$ cat config.mk
export PLATFORM = sky130hd
export DESIGN_NAME = retry_slot_table
export DESIGN_NICKNAME = d
export VERILOG_FILES = /design/src/hw/rtl/rstab_pkg.sv /design/src/hw/rtl/retry_slot_table.sv /design/src/hw/rtl/rstab_ctrl.sv /design/src/hw/rtl/rstab_dp.sv
export VERILOG_INCLUDE_DIRS = /design/src /design/src/hw/rtl
export SDC_FILE = /design/constraint.sdc
export NUM_CORES = 1
export LEC_CHECK = 0
export ABC_CLOCK_PERIOD_IN_PS = 8900
export BUFFER_PORTS_ARGS = -buffer_cell sky130_fd_sc_hd__buf_2
export CORE_MARGIN = 2
export CORE_UTILIZATION = 60
export CTS_BUF_LIST = sky130_fd_sc_hd__clkbuf_4
export DETAILED_ROUTE_END_ITERATION = 7
export PLACE_DENSITY = 0.87
export SYNTH_ARGS = -nofsm -noshare
export SYNTH_HDL_FRONTEND = slang
export SYNTH_SLANG_ARGS = --single-unit
$ cat constraint.sdc
create_clock -name clk_i -period 8.9 [get_ports clk_i]
set_input_delay 0 -clock clk_i [delete_from_list [all_inputs] [get_ports clk_i]]
set_output_delay 0 -clock clk_i [all_outputs]
set_load 0.05 [all_outputs]
$ cat src/hw/rtl/assert_macros.svh
// Assertion macros shared by the RTL of the retry slot table.
// Depends on nothing; files that check their logic include it.
`ifndef ASSERT_MACROS_SVH
`define ASSERT_MACROS_SVH

// Check a property at each rising edge, off while reset is asserted.
`define ASSERT_CLK(label, clk, rst_n, prop, msg) \
  label: assert property (@(posedge clk) disable iff (!rst_n) prop) else $error(msg);

// Check that a condition never holds at a rising edge.
`define ASSERT_NEVER(label, clk, rst_n, cond, msg) \
  label: assert property (@(posedge clk) disable iff (!rst_n) !(cond)) else $error(msg);

`endif

$ cat src/hw/rtl/rstab_pkg.sv
// Shared types and constants of the retry slot table.
// No dependencies; imported by the controller, the datapath and the top level.
package rstab_pkg;

  localparam int unsigned CFG_IDX_W  = 1;
  localparam int unsigned CFG_DATA_W = 32;

  localparam logic [31:0] RETRY_INTERVAL_RST = 32'd5000;
  localparam logic [7:0]  MAX_ATTEMPTS_RST   = 8'd3;

  typedef enum logic [0:0] {
    ACT_ENQUEUE = 1'b0,
    ACT_TICK    = 1'b1
  } action_e;

  typedef enum logic [1:0] {
    OUT_NONE      = 2'd0,
    OUT_FREED     = 2'd1,
    OUT_RESCHED   = 2'd2,
    OUT_EXHAUSTED = 2'd3
  } outcome_e;

  typedef enum logic [CFG_IDX_W-1:0] {
    REG_RETRY_INTERVAL = 1'd0,
    REG_MAX_ATTEMPTS   = 1'd1
  } cfg_reg_e;

  typedef enum logic [1:0] {
    ST_IDLE,
    ST_ENQ,
    ST_TICK
  } ctrl_state_e;

  typedef struct packed {
    logic        action;
    logic [31:0] employee_id;
    logic [15:0] sensor_slot;
    logic [31:0] now_ms;
    logic        attempt_ok;
  } item_t;

  typedef struct packed {
    logic        enqueue_accepted;
    logic        attempt_made;
    logic [2:0]  entry_index;
    logic [31:0] target_employee;
    logic [15:0] target_slot;
    logic [7:0]  attempt_number;
    outcome_e    outcome;
  } result_t;

  // One table entry as stored in the entry memory.
  typedef struct packed {
    logic [31:0] employee;
    logic [15:0] slot;
    logic [7:0]  attempts;
    logic [31:0] due_ms;
  } entry_t;

  typedef struct packed {
    logic load;     // latch the accepted item
    logic enq_chk;  // test the valid bit at the scan index
    logic enq_end;  // scan ran past the last entry, refuse the job
    logic rd_en;    // read the entry memory at the scan index
    logic eval_en;  // judge the entry read in the previous cycle
    logic tick_end; // last entry judged this cycle
  } cmd_t;

  typedef struct packed {
    logic enq_hit;
    logic tick_hit;
  } sts_t;

endpackage

$ cat src/hw/rtl/retry_slot_table.sv
// Top level of the retry slot table: controller, datapath and checks.
// Depends on rstab_pkg, rstab_ctrl, rstab_dp and assert_macros.svh.
//
// A table of ENTRY_COUNT pending jobs. Present an item on item_i with start;
// it transfers at the rising edge where start is high and busy is low.
// An enqueue takes the lowest free entry (due at once) or is refused when the
// table is full. A tick attempts the lowest valid entry that is due by a
// wrapping signed compare of now_ms, then frees, reschedules or exhausts it.
// Every item yields exactly one result: done_o is high for one cycle and
// result_o transfers at the edge that ends it; the receiver cannot stall.
// A scan stops at the first free entry for an enqueue, or at the first due
// one for a tick, where each entry is read into a register and then judged;
// it ends past the last entry when none fits. The scan visits one entry a
// cycle, a tick scan through the single read port of the entry memory; busy
// drops with the strobe, so the next item may transfer in that same cycle.
// Configuration writes on cfg_valid_i are always ready and should only be
// made while the block is idle. Reset clears every entry valid bit and loads
// retry_interval_ms = 5000 and max_attempts = 3; entries need no clear pass.
`include "assert_macros.svh"

module retry_slot_table
  import rstab_pkg::*;
#(
  parameter int unsigned ENTRY_COUNT = 8
) (
  input  logic                   clk_i,
  input  logic                   rst_ni,
  input  logic                   start,
  output logic                   busy,
  input  item_t                  item_i,
  output logic                   done_o,
  output result_t                result_o,
  input  logic                   cfg_valid_i,
  output logic                   cfg_ready_o,
  input  logic [CFG_IDX_W-1:0]   cfg_index_i,
  input  logic [CFG_DATA_W-1:0]  cfg_data_i
);

  localparam int unsigned IdxW = (ENTRY_COUNT > 1) ? $clog2(ENTRY_COUNT) : 1;

  cmd_t            cmd;
  sts_t            sts;
  logic [IdxW-1:0] scan_idx;
  logic            is_tick;
  logic            cfg_we;

  // Always take config writes; software must keep them to idle periods, which the block does not enforce.
  assign cfg_ready_o = 1'b1;
  assign cfg_we      = cfg_valid_i && cfg_ready_o;
  assign is_tick     = (item_i.action == ACT_TICK);

  rstab_ctrl #(
    .ENTRY_COUNT (ENTRY_COUNT)
  ) u_ctrl (
    .clk_i   (clk_i),
    .rst_ni  (rst_ni),
    .start_i (start),
    .tick_i  (is_tick),
    .sts_i   (sts),
    .cmd_o   (cmd),
    .idx_o   (scan_idx),
    .busy_o  (busy)
  );

  rstab_dp #(
    .ENTRY_COUNT (ENTRY_COUNT)
  ) u_dp (
    .clk_i       (clk_i),
    .rst_ni      (rst_ni),
    .item_i      (item_i),
    .cmd_i       (cmd),
    .idx_i       (scan_idx),
    .sts_o       (sts),
    .cfg_we_i    (cfg_we),
    .cfg_index_i (cfg_index_i),
    .cfg_data_i  (cfg_data_i),
    .done_o      (done_o),
    .result_o    (result_o)
  );

  // An accepted item must start a scan in the next cycle.
  `ASSERT_CLK(a_start_busy, clk_i, rst_ni, (start && !busy) |=> busy, "scan did not start")
  // The strobe marks the end of a scan: the controller is idle with it.
  `ASSERT_NEVER(a_done_idle, clk_i, rst_ni, done_o && busy, "result while scanning")
  // One result per item: two strobes never come back to back.
  `ASSERT_CLK(a_one_result, clk_i, rst_ni, done_o |=> !done_o, "repeated result")
  // Enqueue and tick hits never coincide within one scan cycle.
  `ASSERT_NEVER(a_hit_excl, clk_i, rst_ni, sts.enq_hit && sts.tick_hit, "two hits at once")

endmodule

$ cat src/hw/rtl/rstab_ctrl.sv
// Scan controller of the retry slot table: state machine and entry counter.
// Depends on rstab_pkg; drives the datapath through cmd_t and reads sts_t.
module rstab_ctrl
  import rstab_pkg::*;
#(
  parameter int unsigned ENTRY_COUNT = 8
) (
  input  logic                   clk_i,
  input  logic                   rst_ni,
  input  logic                   start_i,
  input  logic                   tick_i,
  input  sts_t                   sts_i,
  output cmd_t                   cmd_o,
  output logic [((ENTRY_COUNT > 1) ? $clog2(ENTRY_COUNT) : 1)-1:0] idx_o,
  output logic                   busy_o
);

  localparam int unsigned IdxW = (ENTRY_COUNT > 1) ? $clog2(ENTRY_COUNT) : 1;
  localparam int unsigned CntW = $clog2(ENTRY_COUNT + 1);

  ctrl_state_e       state_q, state_d;
  logic [CntW-1:0]   cnt_q, cnt_d;
  logic              cnt_end;

  assign cnt_end = (cnt_q == CntW'(ENTRY_COUNT));
  assign idx_o   = cnt_q[IdxW-1:0];
  assign busy_o  = (state_q != ST_IDLE);

  always_comb begin
    state_d = state_q;
    cnt_d   = cnt_q + CntW'(1);
    case (state_q)
      ST_IDLE: begin
        cnt_d = '0;
        if (start_i) begin
          state_d = tick_i ? ST_TICK : ST_ENQ;
        end
      end
      ST_ENQ: begin
        if (sts_i.enq_hit || cnt_end) begin
          state_d = ST_IDLE;
        end
      end
      ST_TICK: begin
        if (sts_i.tick_hit || cnt_end) begin
          state_d = ST_IDLE;
        end
      end
      default: begin
        state_d = ST_IDLE;
      end
    endcase
  end

  always_comb begin
    cmd_o = '0;
    case (state_q)
      ST_IDLE: begin
        cmd_o.load = start_i;
      end
      ST_ENQ: begin
        cmd_o.enq_chk = !cnt_end;
        cmd_o.enq_end = cnt_end;
      end
      ST_TICK: begin
        cmd_o.rd_en    = !cnt_end;
        cmd_o.eval_en  = (cnt_q != '0);
        cmd_o.tick_end = cnt_end;
      end
      default: begin
        cmd_o = '0;
      end
    endcase
  end

  always_ff @(posedge clk_i or negedge rst_ni) begin
    if (!rst_ni) begin
      state_q <= ST_IDLE;
      cnt_q   <= '0;
    end else begin
      state_q <= state_d;
      cnt_q   <= cnt_d;
    end
  end

endmodule

$ cat src/hw/rtl/rstab_dp.sv
// Datapath of the retry slot table: entry memory, valid bits, config and result register.
// Depends on rstab_pkg; sequenced by rstab_ctrl through cmd_t.
module rstab_dp
  import rstab_pkg::*;
#(
  parameter int unsigned ENTRY_COUNT = 8
) (
  input  logic                   clk_i,
  input  logic                   rst_ni,
  input  item_t                  item_i,
  input  cmd_t                   cmd_i,
  input  logic [((ENTRY_COUNT > 1) ? $clog2(ENTRY_COUNT) : 1)-1:0] idx_i,
  output sts_t                   sts_o,
  input  logic                   cfg_we_i,
  input  logic [CFG_IDX_W-1:0]   cfg_index_i,
  input  logic [CFG_DATA_W-1:0]  cfg_data_i,
  output logic                   done_o,
  output result_t                result_o
);

  localparam int unsigned IdxW = (ENTRY_COUNT > 1) ? $clog2(ENTRY_COUNT) : 1;

  logic [ENTRY_COUNT-1:0] valid_q, valid_d;
  item_t                  item_q;
  logic [31:0]            interval_q;
  logic [7:0]             max_att_q;
  entry_t                 mem_q [ENTRY_COUNT];
  entry_t                 rd_q;
  logic [IdxW-1:0]        rd_idx_q;
  result_t                result_q, result_d;
  logic                   done_q, done_d;

  logic                   enq_hit, tick_hit, drop;
  logic [31:0]            age;
  logic [7:0]             next_att;
  logic                   wr_en;
  logic [IdxW-1:0]        wr_idx;
  entry_t                 wr_data;
  logic [IdxW+2:0]        enq_ext, rd_ext;

  assign enq_ext  = {3'b000, idx_i};
  assign rd_ext   = {3'b000, rd_idx_q};
  assign age      = item_q.now_ms - rd_q.due_ms;
  assign next_att = rd_q.attempts + 8'd1;

  assign enq_hit  = cmd_i.enq_chk && !valid_q[idx_i];
  assign tick_hit = cmd_i.eval_en && valid_q[rd_idx_q] && !age[31];
  assign drop     = item_q.attempt_ok || (next_att >= max_att_q);

  assign sts_o.enq_hit  = enq_hit;
  assign sts_o.tick_hit = tick_hit;

  always_comb begin
    wr_en  = enq_hit || tick_hit;
    wr_idx = enq_hit ? idx_i : rd_idx_q;
    if (enq_hit) begin
      wr_data.employee = item_q.employee_id;
      wr_data.slot     = item_q.sensor_slot;
      wr_data.attempts = 8'd0;
      wr_data.due_ms   = item_q.now_ms;
    end else begin
      wr_data.employee = rd_q.employee;
      wr_data.slot     = rd_q.slot;
      wr_data.attempts = next_att;
      wr_data.due_ms   = item_q.now_ms + interval_q;
    end
  end

  always_comb begin
    valid_d = valid_q;
    if (enq_hit) begin
      valid_d[idx_i] = 1'b1;
    end
    if (tick_hit && drop) begin
      valid_d[rd_idx_q] = 1'b0;
    end
  end

  always_comb begin
    result_d = '0;
    done_d   = 1'b0;
    if (enq_hit) begin
      result_d.enqueue_accepted = 1'b1;
      result_d.entry_index      = enq_ext[2:0];
      done_d                    = 1'b1;
    end
    if (cmd_i.enq_end) begin
      done_d = 1'b1;
    end
    if (tick_hit) begin
      result_d.attempt_made    = 1'b1;
      result_d.entry_index     = rd_ext[2:0];
      result_d.target_employee = rd_q.employee;
      result_d.target_slot     = rd_q.slot;
      result_d.attempt_number  = next_att;
      if (item_q.attempt_ok) begin
        result_d.outcome = OUT_FREED;
      end else if (drop) begin
        result_d.outcome = OUT_EXHAUSTED;
      end else begin
        result_d.outcome = OUT_RESCHED;
      end
      done_d = 1'b1;
    end
    if (cmd_i.tick_end && !tick_hit) begin
      done_d = 1'b1;
    end
  end

  always_ff @(posedge clk_i) begin
    if (cmd_i.load) begin
      item_q <= item_i;
    end
    if (wr_en) begin
      mem_q[wr_idx] <= wr_data;
    end
    if (cmd_i.rd_en) begin
      rd_q     <= mem_q[idx_i];
      rd_idx_q <= idx_i;
    end
    if (done_d) begin
      result_q <= result_d;
    end
  end

  always_ff @(posedge clk_i or negedge rst_ni) begin
    if (!rst_ni) begin
      valid_q    <= '0;
      done_q     <= 1'b0;
      interval_q <= RETRY_INTERVAL_RST;
      max_att_q  <= MAX_ATTEMPTS_RST;
    end else begin
      valid_q <= valid_d;
      done_q  <= done_d;
      if (cfg_we_i) begin
        case (cfg_index_i)
          REG_RETRY_INTERVAL: interval_q <= cfg_data_i;
          REG_MAX_ATTEMPTS:   max_att_q  <= cfg_data_i[7:0];
          default: begin
          end
        endcase
      end
    end
  end

  assign done_o   = done_q;
  assign result_o = result_q;

endmodule
-- After elaboration in Yosys (flattened, before gate mapping)
Memories as Yosys holds them, arrays and structs flattened. A register that Yosys moved wholly into a read port is not among the register bits.
Index checks and enable logic that the tools add are counted.
- register bits after elaboration: 202
- bits in writable memories: 704
- output and inout port bits: 66
- memories: 1
- memory list (memory ; depth ; width ; read ports ; clocked after Yosys merged registers in ; write ports ; RTL line ; text):
    u_dp.mem_q ; 8 ; 88 ; 1 ; 1 ; 1 ; rstab_dp.sv:27 ; entry_t mem_q [ENTRY_COUNT];
- add/subtract/negate cells: 4
- $lt $le $gt $ge: 5
- eq/ne operators: 6
- mux-type cells: 31
- bitwise gates (word level): 5
- reductions and logical operators: 22
- operators by type and width (kind ; number):
    88-bit two-way mux ; 1
    62-bit two-way mux ; 1
    32-bit adder ; 1
    32-bit subtractor ; 1
    8-bit two-way mux ; 2
    1-bit two-way mux ; 12
    2-bit two-way mux ; 6
    3-bit two-way mux ; 3
    8-bit by 1-bit adder with 8-bit output (second input constant) ; 1
    8-bit bitwise AND ; 1
    8-bit greater-or-equal comparator ; 1
    3-bit by 4-bit less-than comparator with 1-bit output (second input constant) ; 2
    8-bit inverter ; 1
    8-bit OR ; 1
    1-bit logical AND ; 7
    1-bit binary-select mux with 3-bit select ; 2
    1-bit demux with 3-bit select ; 2
    3-bit by 1-bit greater-or-equal comparator with 1-bit output (second input constant) ; 2
    2-bit case mux with 3 select lines ; 1
    4-bit by 1-bit adder with 4-bit output (second input constant) ; 1
    4-bit == test (second input constant) ; 1
    1-bit logical NOT ; 4
    1-bit logical OR ; 4
    4-bit two-way mux ; 1
    11 further kinds ; 14

-- Longest topological paths before layout
- word-level depth: 8
- mapped depth: 11
- depth with buffers taken out: 11

-- Hierarchy
From an unflattened synthesis, not the netlist that was laid out.
- cell total of the unflattened synthesis: 2143
- area total of the unflattened synthesis: 40050.9 sq um
- by module, submodules not included (module ; times used ; cells an instance ; area an instance (sq um) ; sequential area each (sq um)):
    rstab_dp ; 1 ; 2103 ; 39671.8 ; 29432.0
    rstab_ctrl ; 1 ; 38 ; 367.9 ; 150.1
    retry_slot_table ; 1 ; 2 ; 11.3 ; 0.0

-- Worst setup path after synthesis
Ideal clock, no wire load.
- path type: register -> register
- from: register u_ctrl.cnt_q[0]
- to: register u_dp.rd_idx_q[0] (enable)
- setup time: 543 ps
- arrival: 5178 ps
- required time: 8357 ps
- setup slack: 3179 ps
- cell stages (with the launch flop): 7
- path buffers: 2
- period minus slack after synthesis: 5721 ps
- path through: dfrtp_1 -> buf_2 -> clkbuf_1 -> inv_1 -> ha_1 -> and3b_1 -> nor2_1
- RTL lines (element ; RTL line ; text):
    start: declaration ; rstab_ctrl.sv:22 ; logic [CntW-1:0] cnt_q, cnt_d;
    start signal: assignment ; rstab_ctrl.sv:82 ; cnt_q <= cnt_d;
    end signal: assignment ; rstab_dp.sv:119 ; rd_idx_q <= idx_i;
    end: declaration ; rstab_dp.sv:29 ; logic [IdxW-1:0] rd_idx_q;

-- Worst setup path after layout
- from: register u_ctrl.cnt_q[2]
- to: memory u_dp.mem_q[6][65] (netlist name) (enable)
- longest elaborated chain between the ends: 7
- ends and longest elaborated chain (element ; RTL line ; text):
    1-bit binary-select mux with 3-bit select (tied with other cells) ; rstab_dp.sv:46 ; assign enq_hit = cmd_i.enq_chk && !valid_q[idx_i];
    1-bit two-way mux (implied by the code) (tied with other cells) ; rstab_dp.sv:46 ;
    1-bit logical NOT (tied with other cells) ; rstab_dp.sv:46 ;
    1-bit logical AND, on equally long branches ; rstab_dp.sv:46, rstab_dp.sv:47 ;
    1-bit logical OR ; rstab_dp.sv:54 ; wr_en = enq_hit || tick_hit;
    1-bit two-way mux ; rstab_dp.sv:114 ; if (wr_en) begin
    1-bit two-way mux (implied by the code) ; rstab_dp.sv:115 ; mem_q[wr_idx] <= wr_data;
    end: declaration ; rstab_dp.sv:27 ;
Several ways; a longest one is shown, not always the timed one. The select of a mux whose other input is x is not followed.

==> results_dict.tcl <==
set metrics [dict create \
    critical_setup_path_class "register to register" \
    clock_tree.buffer_depth 3 \
    globalRoute.totalOverflow 0 \
    firstDrtPassIters 6 \
    timing_max_transition_violations_final 0 \
    hold_start "item_i[42]" \
    worst_setup_path_end_kind "register" \
    async_flop_share_pct 5.53 \
    timing.reg2reg.worst_path_depth 9 \
    path_max_fanout 163 \
    worst_pin_slew_ns 1.35 \
    floorplan.initialDensity_pct 60.7 \
    hold-path-endpoint "u_dp.item_q[42]$_DFFE_PP_" \
    vdd_ir_drop_max_mv 0.224 \
    root_buffer "clkbuf_4" \
    detailed_route_via_count 24100 \
    post_dp_cell_area_sq_um 41900 \
    dpl.cell_count 3296 \
    post_synth_inst_count 2328 \
    maxCapViolations 0 \
    final-setup-viol-count 0 \
    count_of_nets_left_with_antenna_violations_after_detail_routing 0 \
    clk-insertion-delay-late_ns 1.08 \
    fp-row-count 94 \
    critPathArrivalTime_ns 6.16 \
    cts_sinks 994 \
    critical_path_cell_list "buf_12 > mux4_2 > mux2i_1 > nand4b_1 > clkinv_2 > buf_4 > and3_1 > a31o_4 > buf_4" \
    dieArea_sq_um 68800 \
    first_global_vias 25100 \
    reg2reg_slack_ns 3.40 \
    n_fill_cell 3761 \
    finish.cell_count_without_fillers 3982 \
    whs_path_depth 3 \
    area.sequential_sq_um 29600 \
    timing_hold_violations_final 0 \
    worst_r2r_endpoint "u_dp.mem_q[6][65]$_DFFE_PP_" \
    place_ws_ns 3.55 \
    cpMaxStageDelayCell "buf_4" \
    routabilityCongestion 0.881 \
    crit_buf_inv 4 \
    yosys_warnings 0 \
    cts.reportedPaths.clkPinSlew_ns 0.09 \
    p_leak_nw 17.4 \
    reg2reg_from "u_ctrl.cnt_q[2]$_DFF_PN0_" \
    startpoint_class "register" \
    floorplan.die.width_microns 262 \
    slew_headroom_pct 9.20 \
    grt_first_pass_wirelength_microns 150000 \
    grt_start_max_net_pins 164 \
    post_drt_wl_per_cell_microns 25.0 \
    num-nets-final 3122 \
    routed_via_density 6.06 \
    ys_seq_elements 994 \
    outcome "completed" \
    multi_input_comb_area_sq_um 9900 \
    area_grow_syn2layout_pct 18.7 \
    rsz0062_at_grt "false" \
    cts-buffers-inserted 230 \
    synthDistinctLibCells 77 \
    die_y_microns 262 \
    fin_tns_setup_ns 0 \
    min-delay-path-class "input port to register" \
    layout_setup_ws_ns 3.40 \
    synth.yosys.seq_area_share_pct 73.9 \
    cp_slowest_stage_delay_ns 0.76 \
    count_of_flip_flops_with_a_built_in_enable_after_synthesis 939 \
    hpwlAfterDp_microns 52400 \
    layout_min_cycle_time_ns 5.50 \
    finish.instance_area_sq_um 47500 \
    clock-skew-final_ns 0.0787 \
    drt-initial-drc-count 2934 \
    postCtsSetupRepairBufs 0 \
    drt_wl_total_microns 99400 \
    power.density_cell_area_nw_per_um2 318 \
    post-route-util_pct 72.0 \
    cp_launch_point "u_ctrl.cnt_q[2]$_DFF_PN0_" \
    critical_path.most_common_cell "buf_4" \
    worst_path_dominant_cell_family "buffers and inverters" \
    h-tree-depth 4 \
    netlist_area_sq_um 40100 \
    layout_worst_path_cycle_share_pct 61.8 \
    post_synth.cell_area_avg_sq_um 17.2 \
    drive_above_1_share_pct 26.2 \
    core_sq_um 66000 \
    detail_route.drc_violations 0 \
    syn-num-nets 2520 \
    number_of_antenna_violations_at_the_first_check_in_global_routing 3 \
    grt_usage_pct 29.2 \
    cts_tree "built" \
    fmax_mhz 182 \
    port_buffers 183 \
    cp.required_ns 9.55 \
    floorplan.io_pins 185 \
    yosys_most_used_dff "edfxtp_1" \
]
==> worst max path at each step <==
stage | to | slack, ns | cells past startpoint
floorplan | u_dp.rd_idx_q[0]$_DFFE_PP_ | 3.18 | 6
global placement | u_dp.mem_q[6][25]$_DFFE_PP_ | 3.80 | 9
detailed placement | u_dp.mem_q[6][30]$_DFFE_PP_ | 3.55 | 9
CTS | u_dp.mem_q[6][87]$_DFFE_PP_ | 3.48 | 9
global route | u_dp.mem_q[1][57]$_DFFE_PP_ | 3.25 | 9
finish | u_dp.mem_q[6][65]$_DFFE_PP_ | 3.40 | 9
==> placed cells by master, fill, tap and decap left out, types with 8 or more instances in the layout <==
cell type      synthesis  routed
inv_1                 63      62
nor2b_1                9       8
o21ai_0               28      27
inv_6                  0       9
clkinv_2               0      15
mux4_2               178     178
a211oi_1               9       9
edfxtp_1             939     939
clkinv_1               0      63
and2_1                60      59
mux2_2                40      40
ha_1                  72      72
and3_1                 8       8
clkbuf_4               0     325
nand4_1                8       8
nand2_1              455     455
a21o_1                27      27
nor2_1                53      52
xor2_1                14      14
xnor2_1               16      16
dlygate4sd3_1          0     266
buf_2                 16     183
buf_4                  2      20
a21oi_1               54      54
dfrtp_1               48      45
nand3_1               18      18
==> stage by stage <==
stage	power, mW	hold slack (ns)
after floorplan	9.96	-0.296
final	15.1	0.160
after CTS	15.0	0.0326
after detailed placement	11.3	0.178
after global routing	15.8	0.0596
after global placement	11.0	0.177
==> kinds of logic (layout without fill, tap and decap cells) <==
kind of cell	after synthesis	after routing	synth area share [%]
buf+inv	165	953	1.70
fa+ha+maj	73	73	2.30
simple gates	652	652	7.02
compound gates	190	190	3.19
xor+xnor	30	30	0.656
mux	223	223	11.3
other cells	1	3	0.00936
flops	994	994	73.9
==> routing by layer <==
layer | vias up | part of all wire (%) | GRT usage (%)
met5 | - | 0.015 | 0
met1 | 12000 | 37 | 38.4
met2 | 1600 | 51 | 48.4
met4 | 2 | 3.3 | 11.3
li1 | 10300 | - | -
met3 | 227 | 9.4 | 6.35
==> worst reg2reg max path, stage by stage, from the launching register on <==
cell      delay, ns
dfrtp_4        0.70
buf_12         0.73
mux4_2         0.58
mux2i_1        0.24
nand4b_1       0.20
clkinv_2       0.20
buf_4          0.68
and3_1         0.39
a31o_4         0.52
buf_4          0.79
==> cell type report <==
class / count / area share (%)
antenna: 2 / 0.0105
clock buffer: 325 / 5.13
clock inverter: 93 / 1.06
inverter: 64 / 0.511
multi-input combinational: 1169 / 20.8
sequential: 994 / 62.3
tap: 864 / 2.27
timing repair buffer: 471 / 7.93
==> synthesized netlist by cell type, types with 14 or more instances <==
cell | n | share of area, %
a21o_1 | 27 | 0.51
dfrtp_1 | 48 | 3.0
ha_1 | 72 | 2.2
edfxtp_1 | 939 | 70
buf_1 | 21 | 0.20
xnor2_1 | 16 | 0.35
clkbuf_1 | 58 | 0.54
nor2_1 | 53 | 0.50
nand2_1 | 455 | 4.3
mux4_2 | 178 | 10
inv_1 | 63 | 0.59
o21ai_0 | 28 | 0.35
a21oi_1 | 54 | 0.67
nand3_1 | 18 | 0.22
and2_1 | 60 | 0.94
buf_2 | 16 | 0.20
mux2_2 | 40 | 1.1
xor2_1 | 14 | 0.31
==> report_power, final <==
part           total, mW  switching, mW  internal, mW
combinational       4.47           2.93          1.54
sequential          7.04          0.437          6.60
clock               3.63           1.86          1.77
total               15.1           5.23          9.91
==> state kept, by name (all words and copies together) (netlist names) <==
| register | cells |
|---|---|
| u_dp.interval_q | 32 |
| u_dp.max_att_q | 8 |
| u_ctrl.cnt_q | 4 |
| u_dp.mem_q | 704 |
| u_dp.valid_q | 8 |
| u_dp.done_o | 1 |
| u_dp.rd_q | 88 |
| u_dp.item_q | 81 |
| u_dp.result_o | 63 |
| u_ctrl.state_q | 2 |
| u_dp.rd_idx_q | 3 |
==> repair_timing <==
action                    CTS  global route
hold endpoints to repair  224             0
hold buffers              266             0
gates resized for setup     0             0
No activity file was read; power rests on OpenSTA's default activity.
